==> src/rtl/core/fki_pkg.sv <==
// ----------------------------------------------------------------------------
// FASTA k-mer index stream: shared types and constants
// Transaction payloads, configuration fields, event kinds and register indexes.
// ----------------------------------------------------------------------------
`default_nettype none

package fki_pkg;

   // Event kinds carried in rsp_type.event_kind
   localparam logic [2:0] EV_START  = 3'd0;
   localparam logic [2:0] EV_SYMBOL = 3'd1;
   localparam logic [2:0] EV_KMER   = 3'd2;
   localparam logic [2:0] EV_FINISH = 3'd3;
   localparam logic [2:0] EV_ERROR  = 3'd4;

   // Configuration register indexes
   localparam logic [2:0] CSR_LETTER_ZERO  = 3'd0;
   localparam logic [2:0] CSR_LETTER_ONE   = 3'd1;
   localparam logic [2:0] CSR_LETTER_TWO   = 3'd2;
   localparam logic [2:0] CSR_LETTER_THREE = 3'd3;
   localparam logic [2:0] CSR_BOTH_CASES   = 3'd4;

   // Output queue depth; two entries must stay free to take any input
   localparam int          QDEPTH   = 4;
   localparam int          QIDX_W   = $clog2(QDEPTH);
   localparam int          QCNT_W   = $clog2(QDEPTH + 1);

   typedef struct packed {
      logic [7:0] text_byte;
      logic       end_of_input;
   } req_type;

   typedef struct packed {
      logic [2:0]  event_kind;
      logic [31:0] sequence_number;
      logic [31:0] symbol_position;
      logic [23:0] kmer_index;
      logic [1:0]  symbol_code;
      logic [31:0] text_offset;
      logic        last_of_step;
   } rsp_type;

   typedef struct packed {
      logic [7:0] letter_zero;
      logic [7:0] letter_one;
      logic [7:0] letter_two;
      logic [7:0] letter_three;
      logic       accept_both_cases;
   } cfg_type;

   // Results produced by one input transaction (count is 0, 1 or 2)
   typedef struct packed {
      logic [1:0] count;
      rsp_type    first;
      rsp_type    second;
   } push_type;

endpackage

`default_nettype wire

==> src/rtl/core/fki_parse.sv <==
// ----------------------------------------------------------------------------
// FASTA k-mer index stream: parser
// Holds the parse state and turns one text byte into up to two events.
// ----------------------------------------------------------------------------
`default_nettype none

module fki_parse
   import fki_pkg::*;
#(
   parameter int DEPTH = 12
) (
   input  wire logic     clock,
   input  wire logic     reset,
   input  wire logic     fire,
   input  wire req_type  req,
   input  wire cfg_type  cfg,
   output      push_type push
);

   localparam int         KW      = (2 * DEPTH > 24) ? 24 : 2 * DEPTH;
   localparam logic [3:0] RUN_MAX = 4'(DEPTH - 1);

   localparam logic [1:0] PH_SEEK   = 2'd0;
   localparam logic [1:0] PH_HEADER = 2'd1;
   localparam logic [1:0] PH_SEQ    = 2'd2;

   localparam logic [7:0] CH_GT  = 8'h3e;
   localparam logic [7:0] CH_NL  = 8'h0a;
   localparam logic [7:0] CH_SP  = 8'h20;
   localparam logic [7:0] CH_TAB = 8'h09;

   function automatic logic [7:0] up_case(input logic [7:0] c);
      return (c >= 8'd97 && c <= 8'd122) ? c - 8'd32 : c;
   endfunction

   function automatic logic [7:0] low_case(input logic [7:0] c);
      return (c >= 8'd65 && c <= 8'd90) ? c + 8'd32 : c;
   endfunction

   function automatic logic char_match(input logic [7:0] b, input logic [7:0] letter,
                                       input logic both);
      if (both) begin
         return (b == up_case(letter)) || (b == low_case(letter));
      end
      return b == letter;
   endfunction

   logic [1:0]    phase_ff, phase_in;
   logic [KW-1:0] kmer_ff, kmer_in;
   logic [3:0]    run_ff, run_in;
   logic [31:0]   seq_ff, seq_in;
   logic [31:0]   pos_ff, pos_in;
   logic [31:0]   bytes_ff, bytes_in;

   logic          hit;
   logic [1:0]    code;
   logic [KW-1:0] kmer_shifted;
   logic [7:0]    b;
   rsp_type       blank;

   assign b = req.text_byte;
   assign kmer_shifted = {kmer_ff[KW-3:0], code};

   // highest symbol number wins when letters overlap
   always_comb begin
      hit  = 1'b1;
      code = 2'd0;
      priority if (char_match(b, cfg.letter_three, cfg.accept_both_cases)) begin
         code = 2'd3;
      end else if (char_match(b, cfg.letter_two, cfg.accept_both_cases)) begin
         code = 2'd2;
      end else if (char_match(b, cfg.letter_one, cfg.accept_both_cases)) begin
         code = 2'd1;
      end else if (char_match(b, cfg.letter_zero, cfg.accept_both_cases)) begin
         code = 2'd0;
      end else begin
         hit = 1'b0;
      end
   end

   always_comb begin
      blank                 = '0;
      blank.sequence_number = seq_ff;

      phase_in = phase_ff;
      kmer_in  = kmer_ff;
      run_in   = run_ff;
      seq_in   = seq_ff;
      pos_in   = pos_ff;
      bytes_in = bytes_ff;

      push        = '0;
      push.first  = blank;
      push.second = blank;

      if (req.end_of_input) begin
         push.count            = 2'd1;
         push.first.event_kind = (phase_ff == PH_SEQ) ? EV_FINISH : EV_ERROR;
         phase_in = PH_SEEK;
         kmer_in  = '0;
         run_in   = '0;
         seq_in   = 32'd1;
         pos_in   = '0;
         bytes_in = '0;
      end else begin
         bytes_in = bytes_ff + 32'd1;
         unique case (phase_ff)
            PH_HEADER: begin
               if (b == CH_NL) begin
                  push.count             = 2'd1;
                  push.first.event_kind  = EV_START;
                  push.first.text_offset = bytes_in;
                  phase_in = PH_SEQ;
                  pos_in   = '0;
                  kmer_in  = '0;
                  run_in   = '0;
               end
            end
            PH_SEQ: begin
               if (b == CH_GT) begin
                  push.count            = 2'd1;
                  push.first.event_kind = EV_FINISH;
                  seq_in   = seq_ff + 32'd1;
                  phase_in = PH_HEADER;
                  kmer_in  = '0;
                  run_in   = '0;
               end else if (b == CH_SP || b == CH_TAB || b == CH_NL) begin
                  // skip whitespace
               end else begin
                  pos_in = pos_ff + 32'd1;
                  if (hit) begin
                     push.count                 = 2'd1;
                     push.first.event_kind      = EV_SYMBOL;
                     push.first.symbol_position = pos_ff;
                     push.first.symbol_code     = code;
                     kmer_in = kmer_shifted;
                     if (run_ff >= RUN_MAX) begin
                        run_in                      = RUN_MAX;
                        push.count                  = 2'd2;
                        push.second.event_kind      = EV_KMER;
                        push.second.symbol_position = pos_ff;
                        push.second.symbol_code     = code;
                        push.second.kmer_index      = 24'(kmer_shifted);
                     end else begin
                        run_in = run_ff + 4'd1;
                     end
                  end else begin
                     kmer_in = '0;
                     run_in  = '0;
                  end
               end
            end
            default: begin
               // seeking the first header; an unused code behaves the same
               phase_in = (b == CH_GT) ? PH_HEADER : PH_SEEK;
            end
         endcase
      end

      push.first.last_of_step  = (push.count == 2'd1);
      push.second.last_of_step = 1'b1;
   end

   always_ff @(posedge clock) begin
      if (reset) begin
         phase_ff <= PH_SEEK;
         kmer_ff  <= '0;
         run_ff   <= '0;
         seq_ff   <= 32'd1;
         pos_ff   <= '0;
         bytes_ff <= '0;
      end else if (fire) begin
         phase_ff <= phase_in;
         kmer_ff  <= kmer_in;
         run_ff   <= run_in;
         seq_ff   <= seq_in;
         pos_ff   <= pos_in;
         bytes_ff <= bytes_in;
      end
   end

   a_pair_is_symbol_then_kmer: assert property (@(posedge clock) disable iff (reset)
      push.count == 2'd2 |->
         push.first.event_kind == EV_SYMBOL && push.second.event_kind == EV_KMER)
      else $error("two results must be a symbol followed by a k-mer");

   a_run_saturates: assert property (@(posedge clock) disable iff (reset)
      run_ff <= RUN_MAX)
      else $error("valid run exceeded its limit");

   a_end_restarts: assert property (@(posedge clock) disable iff (reset)
      fire && req.end_of_input |=> phase_ff == PH_SEEK && seq_ff == 32'd1)
      else $error("end of input did not restart parsing");

endmodule

`default_nettype wire

==> src/rtl/core/fki_outq.sv <==
// ----------------------------------------------------------------------------
// FASTA k-mer index stream: result queue
// Takes up to two results a cycle, hands out one a cycle while rsp_stall is low.
// ----------------------------------------------------------------------------
`default_nettype none

module fki_outq
   import fki_pkg::*;
(
   input  wire logic     clock,
   input  wire logic     reset,
   input  wire push_type push,
   output      logic     room,
   output      logic     rsp_valid,
   input  wire logic     rsp_stall,
   output      rsp_type  rsp_payload
);

   rsp_type             slot_ff [QDEPTH];
   logic [QIDX_W-1:0]   head_ff, head_in;
   logic [QIDX_W-1:0]   tail_ff, tail_in;
   logic [QCNT_W-1:0]   count_ff, count_in;
   logic                pop;

   assign rsp_valid   = (count_ff != '0);
   assign rsp_payload = slot_ff[head_ff];
   assign pop         = rsp_valid && !rsp_stall;
   // keep two slots free so any transaction fits
   assign room        = (count_ff <= QCNT_W'(QDEPTH - 2));

   always_comb begin
      head_in  = head_ff + QIDX_W'(pop);
      tail_in  = tail_ff + QIDX_W'(push.count);
      count_in = count_ff + QCNT_W'(push.count) - QCNT_W'(pop);
   end

   always_ff @(posedge clock) begin
      if (push.count != 2'd0) begin
         slot_ff[tail_ff] <= push.first;
      end
      if (push.count == 2'd2) begin
         slot_ff[tail_ff + QIDX_W'(1)] <= push.second;
      end
   end

   always_ff @(posedge clock) begin
      if (reset) begin
         head_ff  <= '0;
         tail_ff  <= '0;
         count_ff <= '0;
      end else begin
         head_ff  <= head_in;
         tail_ff  <= tail_in;
         count_ff <= count_in;
      end
   end

   a_no_overflow: assert property (@(posedge clock) disable iff (reset)
      push.count != 2'd0 |-> room)
      else $error("result pushed without room");

   a_count_bound: assert property (@(posedge clock) disable iff (reset)
      count_ff <= QCNT_W'(QDEPTH))
      else $error("queue count out of range");

   a_count_tracks: assert property (@(posedge clock) disable iff (reset)
      !$past(reset) |-> (tail_ff - head_ff) == count_ff[QIDX_W-1:0])
      else $error("queue count disagrees with pointers");

endmodule

`default_nettype wire

==> src/rtl/core/fasta_kmer_index_stream.sv <==
// ----------------------------------------------------------------------------
// FASTA k-mer index stream
// Parses FASTA text a byte at a time and reports sequence starts, symbols,
// k-mer indexes and sequence ends.
// ----------------------------------------------------------------------------
// The block takes one text byte per req transaction and produces zero, one or
// two rsp transactions for it: a start event when a header line ends, a symbol
// event for every sequence byte that matches one of the four configured
// letters, a k-mer event once DEPTH matching symbols have been seen in a row, a
// finish event on '>' or end of input inside sequence text, and an error event
// when input ends while seeking the first header or inside a header line. A
// byte is parsed in the cycle it is accepted and its results are registered in
// a four-entry result queue. Throughput is one byte per cycle while bytes cause
// at most one result each and rsp_stall stays low; the rsp side drains one
// result per cycle while rsp_stall is low. A byte that yields a symbol and a
// k-mer takes two rsp transactions, and req_stall rises whenever fewer than two
// queue slots are free. The user must write letters and case folding through
// the csr port only while the block is idle; the block does not enforce this.
// ----------------------------------------------------------------------------
`default_nettype none

module fasta_kmer_index_stream
   import fki_pkg::*;
#(
   parameter int DEPTH = 12
) (
   input  wire logic       clock,
   input  wire logic       reset,

   input  wire logic       req_valid,
   output      logic       req_stall,
   input  wire req_type    req_payload,

   output      logic       rsp_valid,
   input  wire logic       rsp_stall,
   output      rsp_type    rsp_payload,

   input  wire logic       csr_write_enable,
   input  wire logic [2:0] csr_index,
   input  wire logic [7:0] csr_data
);

   cfg_type  cfg_ff;
   push_type push;
   push_type push_raw;
   logic     room;
   logic     fire;

   // Accept a transaction only while the queue can absorb two results
   assign req_stall = !room;
   assign fire      = req_valid && room;

   // Configuration registers; indexes past the list are dropped
   always_ff @(posedge clock) begin
      if (reset) begin
         cfg_ff.letter_zero       <= 8'd65;
         cfg_ff.letter_one        <= 8'd67;
         cfg_ff.letter_two        <= 8'd71;
         cfg_ff.letter_three      <= 8'd84;
         cfg_ff.accept_both_cases <= 1'b1;
      end else if (csr_write_enable) begin
         unique case (csr_index)
            CSR_LETTER_ZERO:  cfg_ff.letter_zero       <= csr_data;
            CSR_LETTER_ONE:   cfg_ff.letter_one        <= csr_data;
            CSR_LETTER_TWO:   cfg_ff.letter_two        <= csr_data;
            CSR_LETTER_THREE: cfg_ff.letter_three      <= csr_data;
            CSR_BOTH_CASES:   cfg_ff.accept_both_cases <= csr_data[0];
            default: begin
            end
         endcase
      end
   end

   // Parse state and event generation; results gated by the accept strobe
   fki_parse #(
      .DEPTH (DEPTH)
   ) u_parse (
      .clock (clock),
      .reset (reset),
      .fire  (fire),
      .req   (req_payload),
      .cfg   (cfg_ff),
      .push  (push_raw)
   );

   always_comb begin
      push = push_raw;
      if (!fire) begin
         push.count = 2'd0;
      end
   end

   // Result queue doubles as the output register
   fki_outq u_outq (
      .clock       (clock),
      .reset       (reset),
      .push        (push),
      .room        (room),
      .rsp_valid   (rsp_valid),
      .rsp_stall   (rsp_stall),
      .rsp_payload (rsp_payload)
   );

   a_start_has_offset: assert property (@(posedge clock) disable iff (reset)
      push.count != 2'd0 && push.first.event_kind == EV_START |->
         push.first.text_offset != 32'd0 || $past(fire))
      else $error("start event without a text offset");

   a_idle_no_push: assert property (@(posedge clock) disable iff (reset)
      !fire |-> push.count == 2'd0)
      else $error("results pushed without an accepted transaction");

   a_end_single_result: assert property (@(posedge clock) disable iff (reset)
      fire && req_payload.end_of_input |->
         push.count == 2'd1 &&
         (push.first.event_kind == EV_FINISH || push.first.event_kind == EV_ERROR))
      else $error("end of input must give exactly one finish or error event");

endmodule

`default_nettype wire

==> config.mk <==
export PLATFORM = sky130hd
export DESIGN_NAME = fasta_kmer_index_stream
export DESIGN_NICKNAME = d
export VERILOG_FILES = /design/src/rtl/core/fki_pkg.sv /design/src/rtl/core/fki_parse.sv /design/src/rtl/core/fki_outq.sv /design/src/rtl/core/fasta_kmer_index_stream.sv
export SDC_FILE = /design/constraint.sdc
export NUM_CORES = 1
export LEC_CHECK = 0
export ABC_AREA = 1
export BUFFER_PORTS_ARGS = -buffer_cell sky130_fd_sc_hd__buf_2
export CAP_MARGIN = 20
export CORE_UTILIZATION = 35
export CTS_BUF_LIST = sky130_fd_sc_hd__clkbuf_4 sky130_fd_sc_hd__clkbuf_8 sky130_fd_sc_hd__clkbuf_16
export DETAILED_ROUTE_END_ITERATION = 6
export PLACE_DENSITY = 0.56
export SYNTH_ARGS = -nofsm -noshare
export SYNTH_HDL_FRONTEND = slang
export SYNTH_SLANG_ARGS = --single-unit
==> constraint.sdc <==
create_clock -name clock -period 5.5 [get_ports clock]
set_input_delay 0.55 -clock clock [delete_from_list [all_inputs] [get_ports clock]]
set_output_delay 0.55 -clock clock [all_outputs]
set_load 0.02 [all_outputs]
---- Word-level counts from Yosys, hierarchy flattened ----
Memory sizes are Yosys's and may differ from the RTL's. A register that Yosys moved wholly into a read port is not among the register bits.
Cells that the tools add are included.
storage, ports and cells
  register bits ........................... 164
  word-level logic and storage cells ...... 213
  input bits .............................. 25
  output and inout bits ................... 128
  bits in writable memories ............... 504
  memories ................................ 1
memories
  memory          words  bits a word  read ports  clocked after Yosys merged registers in  write ports  RTL line        text
  u_outq.slot_ff  4      126          1           1                                        2            fki_outq.sv:19  rsp_type slot_ff [QDEPTH];
cells by class
  reduce and logical (&&, ||, !) cells .... 33
  equal/unequal tests ..................... 29
  add/sub/neg operators ................... 17
  $lt $le $gt $ge ......................... 18
  mux-type cells .......................... 101
operators with widths
  kind                   count
  $mux 32                15
  $mux 58                6
  $mux 22                5
  $add 32x1->32 const B  3
  $eq 8x8->1             12
  $ge 8x7->1 const B     8
  $le 8x7->1 const B     8
  $mux 8                 8
  $pmux 32 s2            1
  $pmux 22 s2            1
  $mux 34                1
  $add 8x6->8 const B    4
  $sub 8x6->8 const B    4
  $mux 1                 31
  $mux 4                 7
  $mux 2                 13
  $mux 5                 4
  $mux 3                 6
  $eq 8x4->1 const B     2
  $eq 8x6->1 const B     2
  $logic_and 1x1->1      10
  $pmux 5 s2             1
  $reduce_and 2->1       5
  $ne 3x3->1 const B     3
  other kinds (25)       38

---- Depth between registers and ports, before layout ----
Gate-level depths: netlist (run 1).
  depth in word-level cells ............... 35
  gate-level depth with buffers ........... 26
  depth with buffers taken out ............ 26

---- Hierarchy ----
Synthesis (run 1) repeated with hierarchy kept, for this count alone.
second synthesis, totals
  cell total of the unflattened synthesis .. 4345
  area, all modules ....................... 36452.5 um^2
modules (own cells, without submodules)
  module                   seq. area each (um^2)  area each (um^2)  cells each  times used
  fki_outq                 15274.6                24938.9           2525        1
  fki_parse                2482.4                 10147.2           1625        1
  fasta_kmer_index_stream  660.6                  1366.3            195         1

---- Least setup slack after synthesis (run 1) ----
Ideal clock, no wire load.
  path type ............................... input port to flip-flop
  from .................................... input req_payload[8] (netlist name)
  to ...................................... memory u_outq.slot_ff[2][100] (netlist name) (enable)
  setup time .............................. 0.453 ns
  cell stages on the path ................. 23
  data required time ...................... 5.047 ns
  buffers on the path ..................... 3
  arrival ................................. 4.439 ns
  slack ................................... 0.609 ns
  cells stage by stage .................... buf_6 inv_4 nand2_2 nand2_4 inv_2 or2_1 nand2_1 nand2_1 inv_2 nand3_1 nand2_1 nand2_1 a21oi_2 o21ai_1 nand2_1 nand2_2 nand2_4 nand2_4 nand2_4 nand2_4 buf_6 buf_6 nand2_1
RTL lines
  what         RTL line                       text
  from (decl)  fasta_kmer_index_stream.sv:32  input wire req_type req_payload,
  to (decl)    fki_outq.sv:19

==> results of run 1 <==
## state kept, by name, indices dropped and copies added, names as in the netlist, 3 cells and up
| name | flops |
|---|---|
| u_outq.count_ff | 3 |
| u_parse.bytes_ff | 32 |
| u_parse.kmer_ff | 22 |
| u_outq.slot_ff | 504 |
| u_parse.seq_ff | 32 |
| u_parse.pos_ff | 32 |
| u_parse.run_ff | 4 |
| cfg_ff | 33 |
## power breakdown
part | switching [mW] | internal, mW | total (mW)
registers | 0.240 | 5.57 | 5.81
clock network | 2.12 | 3.10 | 5.22
logic | 2.65 | 0.999 | 3.65
## worst max path at each step
stage | end | cells after the start | from | slack [ps]
2_1_floorplan | u_outq.slot_ff[2][100] | 23 | req_payload[8] | 610
3_3_place_gp | u_outq.slot_ff[1][72] | 15 | req_payload[7] | 1220
3_5_place_dp | u_outq.slot_ff[1][45] | 11 | req_payload[0] | 1100
4_1_cts | u_outq.slot_ff[1][49] | 13 | u_parse.phase_ff[0] | 1250
5_1_grt | u_outq.slot_ff[1][50] | 13 | u_parse.phase_ff[0] | 930
6_report | u_outq.slot_ff[1][38] | 13 | u_parse.phase_ff[0] | 1230
## worst min-delay path, stage by stage
cell                       delay, ps
sky130_fd_sc_hd__buf_2            90
sky130_fd_sc_hd__nand2_1          50
sky130_fd_sc_hd__o211ai_1         60
## cell usage in the layout, fill, tap and decap left out, drive strengths merged, types with 2 or more instances in the layout
master / n
nor2: 545
a21oi: 454
o21ai: 435
nand2: 408
edfxtp: 364
dfxtp: 304
nand3: 253
inv: 248
buf: 198
o22ai: 128
clkbuf: 105
nor3: 53
nand4: 31
clkinv: 28
xor2: 25
nor4: 22
ha: 21
xnor2: 16
a211oi: 11
or2: 9
o211ai: 8
a31oi: 7
clkinvlp: 5
bufinv: 5
a221oi: 4
nand3b: 4
o21a: 4
and2: 3
nor3b: 3
a21boi: 2
and3: 2
or4: 2
## stage by stage
stage,instances,utilization (%),worst slack [ps],power [mW]
after detailed placement,4738,37.2,1100,9.60
after floorplan,3624,-,609,8.24
after global routing,4878,40.1,931,15.4
after CTS,4878,40.1,1250,14.8
final,4878,40.1,1230,14.7
after global placement,4738,37.2,1220,9.58
## metal layers
| layer | wire [um] | part of all wire (%) | track usage, % | vias up |
|---|---|---|---|---|
| met2 | 43700 | 46 | 33.0 | 817 |
| li1 | - | - | - | 12600 |
| met5 | 44 | 0.047 | 0 | - |
| met4 | 1950 | 2.1 | 5.87 | 6 |
| met1 | 42000 | 45 | 27.8 | 12600 |
| met3 | 6430 | 6.8 | 3.42 | 117 |
## synthesized netlist by cell type (all sizes together) (11+ instances only)
| cell type | n |
|---|---|
| o22ai | 128 |
| a211oi | 11 |
| nand2 | 408 |
| buf | 84 |
| nand4 | 31 |
| o21ai | 435 |
| dfxtp | 304 |
| edfxtp | 364 |
| nor3 | 53 |
| nor4 | 22 |
| a21oi | 454 |
| inv | 247 |
| xnor2 | 16 |
| xor2 | 25 |
| clkbuf | 165 |
| ha | 21 |
| nand3 | 253 |
| nor2 | 545 |
## layout make-up
| cell class | count | area [sq um] | share of cell area, % |
|---|---|---|---|
| flip-flops and latches | 668 | 17000 | 48.0 |
| multi-input cells | 2456 | 12200 | 34.5 |
| clock buffers | 105 | 2250 | 6.33 |
| well taps | 1165 | 1460 | 4.11 |
| repair buffers | 198 | 1220 | 3.43 |
| inverters | 251 | 955 | 2.69 |
| clock inverters | 35 | 338 | 0.952 |
## kinds of logic after synthesis
| logic type | after synthesis |
|---|---|
| buffers and inverters | 500 |
| XOR/XNOR | 41 |
| flip-flops | 668 |
| adder cells (fa/ha/maj) | 22 |
| AO/OA/AOI/OAI | 1058 |
| AND/OR/NAND/NOR | 1335 |
==> results.py, run 1 <==
metrics = {
    "outcome": {
        "run_status": "complete, but fails checks",
        "violations_in_the_final_reports": "design-rule violations",
    },
    "yosys": {
        "yosys.area_share.adder_pct": 0.903,
        "ys_async_sr_fraction_pct": 0,
        "mappedNetlistNets": 3671,
        "synth-compound-area-share_pct": 18.4,
        "synth.yosys.warnings": 0,
        "synthTopCellsByArea": "sky130_fd_sc_hd__edfxtp_1 (35%), sky130_fd_sc_hd__dfxtp_1 (19%), sky130_fd_sc_hd__o21ai_0 (6.9%)",
        "postSynthCellCount": 3624,
        "synth.avg_cell_area_sq_um": 8.64,
        "synth.cell_area_sq_um": 31300,
        "synth-xor-area-share_pct": 1.15,
        "synth_enable_flop_cells": 364,
        "synth_top_area_share_pct": 34.9,
        "synth.mux.area_fraction_pct": 0,
        "number_of_register_bits_inferred_by_synthesis": 668,
        "synth_top_family_by_area": "simple AND/OR/NAND/NOR gates",
        "postSynth.topFlopCell": "sky130_fd_sc_hd__edfxtp_1",
        "synth.lib_cells_used.distinct": 56,
        "synth_top_area_cell": "sky130_fd_sc_hd__edfxtp_1",
        "synth-seq-area-share_pct": 54.3,
        "post_synth_and_or_nand_nor_area_fraction_pct": 18.4,
    },
    "worst_setup_path": {
        "timing.critical_path.cells": "inv_1 > ha_1 > inv_1 > nor2_1 > inv_1 > nor2_1 > inv_1 > nor3_2 > nand4_4 > nand2_4 > nand2_4 > nand2_4 > buf_12",
        "critPathMostFrequentCell": "sky130_fd_sc_hd__inv_1",
        "critical_path.max_stage_delay_ps": 580,
        "critical-path-top-delay-family": "simple AND/OR/NAND/NOR gates",
        "critPathMaxFanout": 41,
        "cp-start-kind": "flip-flop",
        "worst_r2r_path_depth": 13,
        "path_buf_inv": 5,
        "cp.arrival_ps": 4550,
        "slowest_stage": "sky130_fd_sc_hd__nand2_4",
        "required_ps": 5780,
        "capture_point_of_the_worst_reg_to_reg_path": "u_outq.slot_ff[1][38]",
        "worst-r2r-setup-slack_ps": 1230,
        "timing.critical_path.to_type": "flip-flop",
        "crit_path_category": "flip-flop to flip-flop",
        "timing.rr.start": "u_parse.phase_ff[0]",
    },
    "cells_and_area": {
        "final_area_sq_um": 35500,
        "fillCellCount": 8877,
        "n_antenna_cell": 0,
        "post_route_cells_drive_above_1_share_pct": 11.9,
        "layout-area-overhead-vs-synth_pct": 13.3,
        "finish.net_count": 3699,
    },
    "global_routing": {
        "pin_count_of_the_biggest_net_entering_global_routing": 135,
        "grt_pass1_wl_mm": 145,
        "globalRoute.totalOverflow": 0,
        "track_usage_pct": 20.4,
        "antenna_violations_before_repair": 5,
        "number_of_global_route_vias_before_repair": 24600,
    },
    "sta": {
        "worst_slew_pin_slew_ps": 1010,
        "final_critical_delay_including_setup_and_external_delays_ps": 4270,
        "fmax_ghz": 0.234,
        "slew_headroom_pct": 32.9,
        "hold_slack_ps": 163,
        "report.final.slew_viol_count": 0,
        "fin_setup_tns_ps": 0,
        "finalCritPeriodShare_pct": 77.6,
        "final.setup_skew_ps": 40.8,
        "setup-violations-final": 0,
        "grt_setup_unrepaired": "no",
        "timing.final.hold_violations": 0,
    },
    "die": {
        "die_y_um": 301,
        "core_area_sq_um": 88500,
        "num_rows": 109,
        "initial_cell_density_of_the_core_pct": 35.4,
        "floorplan.die_area_sq_um": 90700,
        "ioPinCount": 153,
        "die_x_um": 301,
    },
    "cts": {
        "numClockSinks": 668,
        "path_clk_slew_ps": 60,
        "cts_post_setup_buffers_inserted": 0,
        "cts_repair_resize_count": 0,
        "cts_htree_levels": 3,
        "count_of_hold_fix_buffers_inserted_at_cts": 0,
        "cts_buffers": 77,
        "cts_max_path_buffers": 3,
        "cts_root_buf": "sky130_fd_sc_hd__clkbuf_16",
        "cts_tree": "built",
        "worstSkewPairLatency_ps": 640,
    },
    "hold_path": {
        "hold_path_depth": 3,
        "hold_path.startpoint": "csr_data[0]",
        "whs_endpoint": "cfg_ff[17]",
        "hp-class": "input port to flip-flop",
    },
    "place": {
        "hpwl_mm": 56.2,
        "finalWeightedCongestion": 0.886,
        "place_area_sq_um": 32900,
        "number_of_buffers_inserted_by_port_buffering": 152,
    },
    "power_and_ir_drop": {
        "power.density_cell_area_nw_per_um2": 414,
        "power.static_leakage_nw": 12.3,
        "power.ir.vdd_worst_mv": 0.232,
    },
    "detailed_routing": {
        "antenna_left": 0,
        "routed_wl_mm": 94.1,
        "drt-vias-per-instance": 5.36,
        "via_count": 26200,
        "drc": 21,
        "detail_route.first_pass.iterations": 7,
        "detailedRoute.firstIterationViolations": 2255,
        "detail_route.wl_per_cell_um": 19.3,
    },
    "run": {
        "maxCapViolCount": 0,
    },
}
Power figures use the tool's default switching activity.
==> inputs of run 2 (changes only) <==
- PLACE_DENSITY: 0.56 -> 0.58
- clock period: 5.5 -> 3.86 ns (I/O delays scaled with it)
==> results.py, run 2 (same netlist as run 1, synthesis figures left out) <==
metrics = {
    "detailed_routing": {
        "topRoutingLayerUsed": "met5",
        "detailroute.wirelength.met3_mm": 6.55,
        "routed_wl_mm": 93.0,
        "met2_wirelength_mm": 43.8,
        "antenna_left": 0,
        "via_count": 26200,
        "drc": 18,
        "detail_route.wl_per_cell_um": 19.0,
        "route.layer.met1.wl_mm": 40.5,
        "detailedRoute.firstIterationViolations": 2068,
        "drt-vias-per-instance": 5.34,
        "detail_route.first_pass.iterations": 7,
    },
    "global_routing": {
        "grt_pass1_wl_mm": 144,
        "track_usage_pct": 20.2,
        "pin_count_of_the_biggest_net_entering_global_routing": 197,
        "antenna_violations_before_repair": 3,
        "globalRoute.totalOverflow": 0,
        "number_of_global_route_vias_before_repair": 24700,
    },
    "cts": {
        "numClockSinks": 668,
        "worstSkewPairLatency_ps": 620,
        "cts_post_setup_buffers_inserted": 0,
        "cts_htree_levels": 3,
        "cts_max_path_buffers": 3,
        "cts_buffers": 75,
        "cts_repair_resize_count": 0,
        "cts_tree": "built",
        "path_clk_slew_ps": 60,
        "count_of_hold_fix_buffers_inserted_at_cts": 1,
        "cts_root_buf": "sky130_fd_sc_hd__clkbuf_16",
    },
    "die": {
        "core_area_sq_um": 88500,
        "num_rows": 109,
        "die_x_um": 301,
        "floorplan.die_area_sq_um": 90700,
        "die_y_um": 301,
        "ioPinCount": 153,
        "initial_cell_density_of_the_core_pct": 35.4,
    },
    "place": {
        "dpl.cell_count": 4759,
        "number_of_buffers_inserted_by_port_buffering": 152,
        "finalWeightedCongestion": 0.897,
        "dp_worst_setup_slack_ps": 337,
        "hpwl_mm": 55.8,
    },
    "cells_and_area": {
        "top_regs": "u_outq.slot_ff x504, cfg_ff x33",
        "fillCellCount": 8754,
        "finish.net_count": 3719,
        "multi_input_area_sq_um": 12200,
        "finalNonFillerCells": 4896,
        "register_containing_the_most_flip_flops_in_the_final_layout": "u_outq.slot_ff",
        "flip_flop_count_of_the_largest_register_after_layout": 504,
        "most_common_library_cell_in_the_layout_ignoring_fill_and_taps": "sky130_fd_sc_hd__nor2_1",
        "final_util_pct": 40.4,
        "layout-area-overhead-vs-synth_pct": 14.1,
        "seqCellArea_sq_um": 17000,
        "post_route_cells_drive_above_1_share_pct": 12.3,
        "layout_common_cells": "sky130_fd_sc_hd__nor2_1 (537), sky130_fd_sc_hd__o21ai_0 (430), sky130_fd_sc_hd__a21oi_1 (405)",
    },
    "worst_setup_path": {
        "critical_path.max_stage_delay_ps": 720,
        "cp.arrival_ps": 3970,
        "critPathMostFrequentCell": "sky130_fd_sc_hd__nand2_1",
        "critPathMaxFanout": 62,
        "crit_path_category": "flip-flop to flip-flop",
        "required_ps": 4180,
        "timing.critical_path.to_type": "flip-flop",
        "cp-start-kind": "flip-flop",
        "timing.critical_path.cells": "inv_1 > ha_1 > xnor2_1 > nand2_1 > nor2_1 > nand3_1 > nand2_1 > nand2_1 > nand2_1 > nand2_1 > nand2_1 > nand2_1 > nand3_1 > nor2_2 > inv_2 > nand3_2 > nor2_4 > nand2_4 > buf_4 > a21oi_1",
        "slowest_stage": "sky130_fd_sc_hd__buf_4",
    },
    "sta": {
        "final.setup_skew_ps": 18.6,
        "fin_setup_tns_ps": 0,
        "slew_headroom_pct": 37.1,
        "setup_ws_ps": 216,
        "grt_setup_unrepaired": "no",
        "report.final.slew_viol_count": 0,
        "finalCritPeriodShare_pct": 94.4,
        "fmax_ghz": 0.274,
        "final_critical_delay_including_setup_and_external_delays_ps": 3640,
        "worst_slew_pin_slew_ps": 944,
        "setup-violations-final": 0,
        "timing.final.hold_violations": 0,
    },
    "hold_path": {
        "hp-class": "input port to flip-flop",
    },
    "outcome": {
        "violations_in_the_final_reports": "design-rule violations",
        "run_status": "complete, but fails checks",
    },
    "power_and_ir_drop": {
        "power.static_leakage_nw": 12.5,
        "power.density_cell_area_nw_per_um2": 581,
        "power.ir.vdd_worst_mv": 0.392,
        "totalPowerFinal_mw": 20.8,
    },
    "run": {
        "maxCapViolCount": 0,
    },
}
## run 2: cell types whose count changed in the layout (fill, tap and decap cells not counted), sizes merged
| cell | change |
|---|---|
| buf | +21 |
| bufinv | -1 |
| clkbuf | +3 |
| clkinv | -9 |
| clkinvlp | -4 |
| diode | +1 |
| dlygate4sd3 | +1 |
| inv | +6 |
## run 2: power by group
| group | switching [mW] | total, mW | internal, mW |
|---|---|---|---|
| registers | 0.257 | 8.20 | 7.94 |
| logic | 3.89 | 5.38 | 1.49 |
| clock network | 2.93 | 7.21 | 4.28 |
## run 2: layout make-up
class / instances / share of cell area, %
sequential: 668 / 47.6
multi-input combinational: 2456 / 34.3
clock buffer: 108 / 6.21
timing repair buffer: 220 / 4.40
tap: 1165 / 4.08
inverter: 251 / 2.67
clock inverter: 27 / 0.756
antenna: 1 / 0.00700
## run 2: worst max-delay path: cells and delay by family, from the launching register on
kind / cells / cell delay [ps]
buf+inv: 3 / 920
compound gates: 1 / 170
flops: 1 / 410
simple gates: 14 / 1320
xor+xnor: 1 / 140
fa+ha+maj: 1 / 340
## run 2: metrics by stage
stage / area (sq um) / hold slack [ps]
2_1_floorplan: 31300 / 423
3_3_place_gp: 33200 / 436
3_5_place_dp: 33200 / 448
4_1_cts: 35700 / 57.3
5_1_grt: 35700 / 75.5
6_report: 35800 / 86.7
## run 2: worst paths after layout
path                       from                    end  slack, ps  cells past startpoint
max                  cfg_ff[14]  u_outq.slot_ff[3][98]        220                     20
min                 csr_data[1]             cfg_ff[18]         90                      3
max reg2reg          cfg_ff[14]  u_outq.slot_ff[3][98]        220                     20
min reg2reg  u_parse.seq_ff[30]     u_parse.seq_ff[30]        460                      1
## run 2: metal layers
metal	global-route usage, %	vias up
met5	0	-
li1	-	12700
met4	6.13	4
met2	32.9	771
met1	27.0	12600
met3	3.98	132
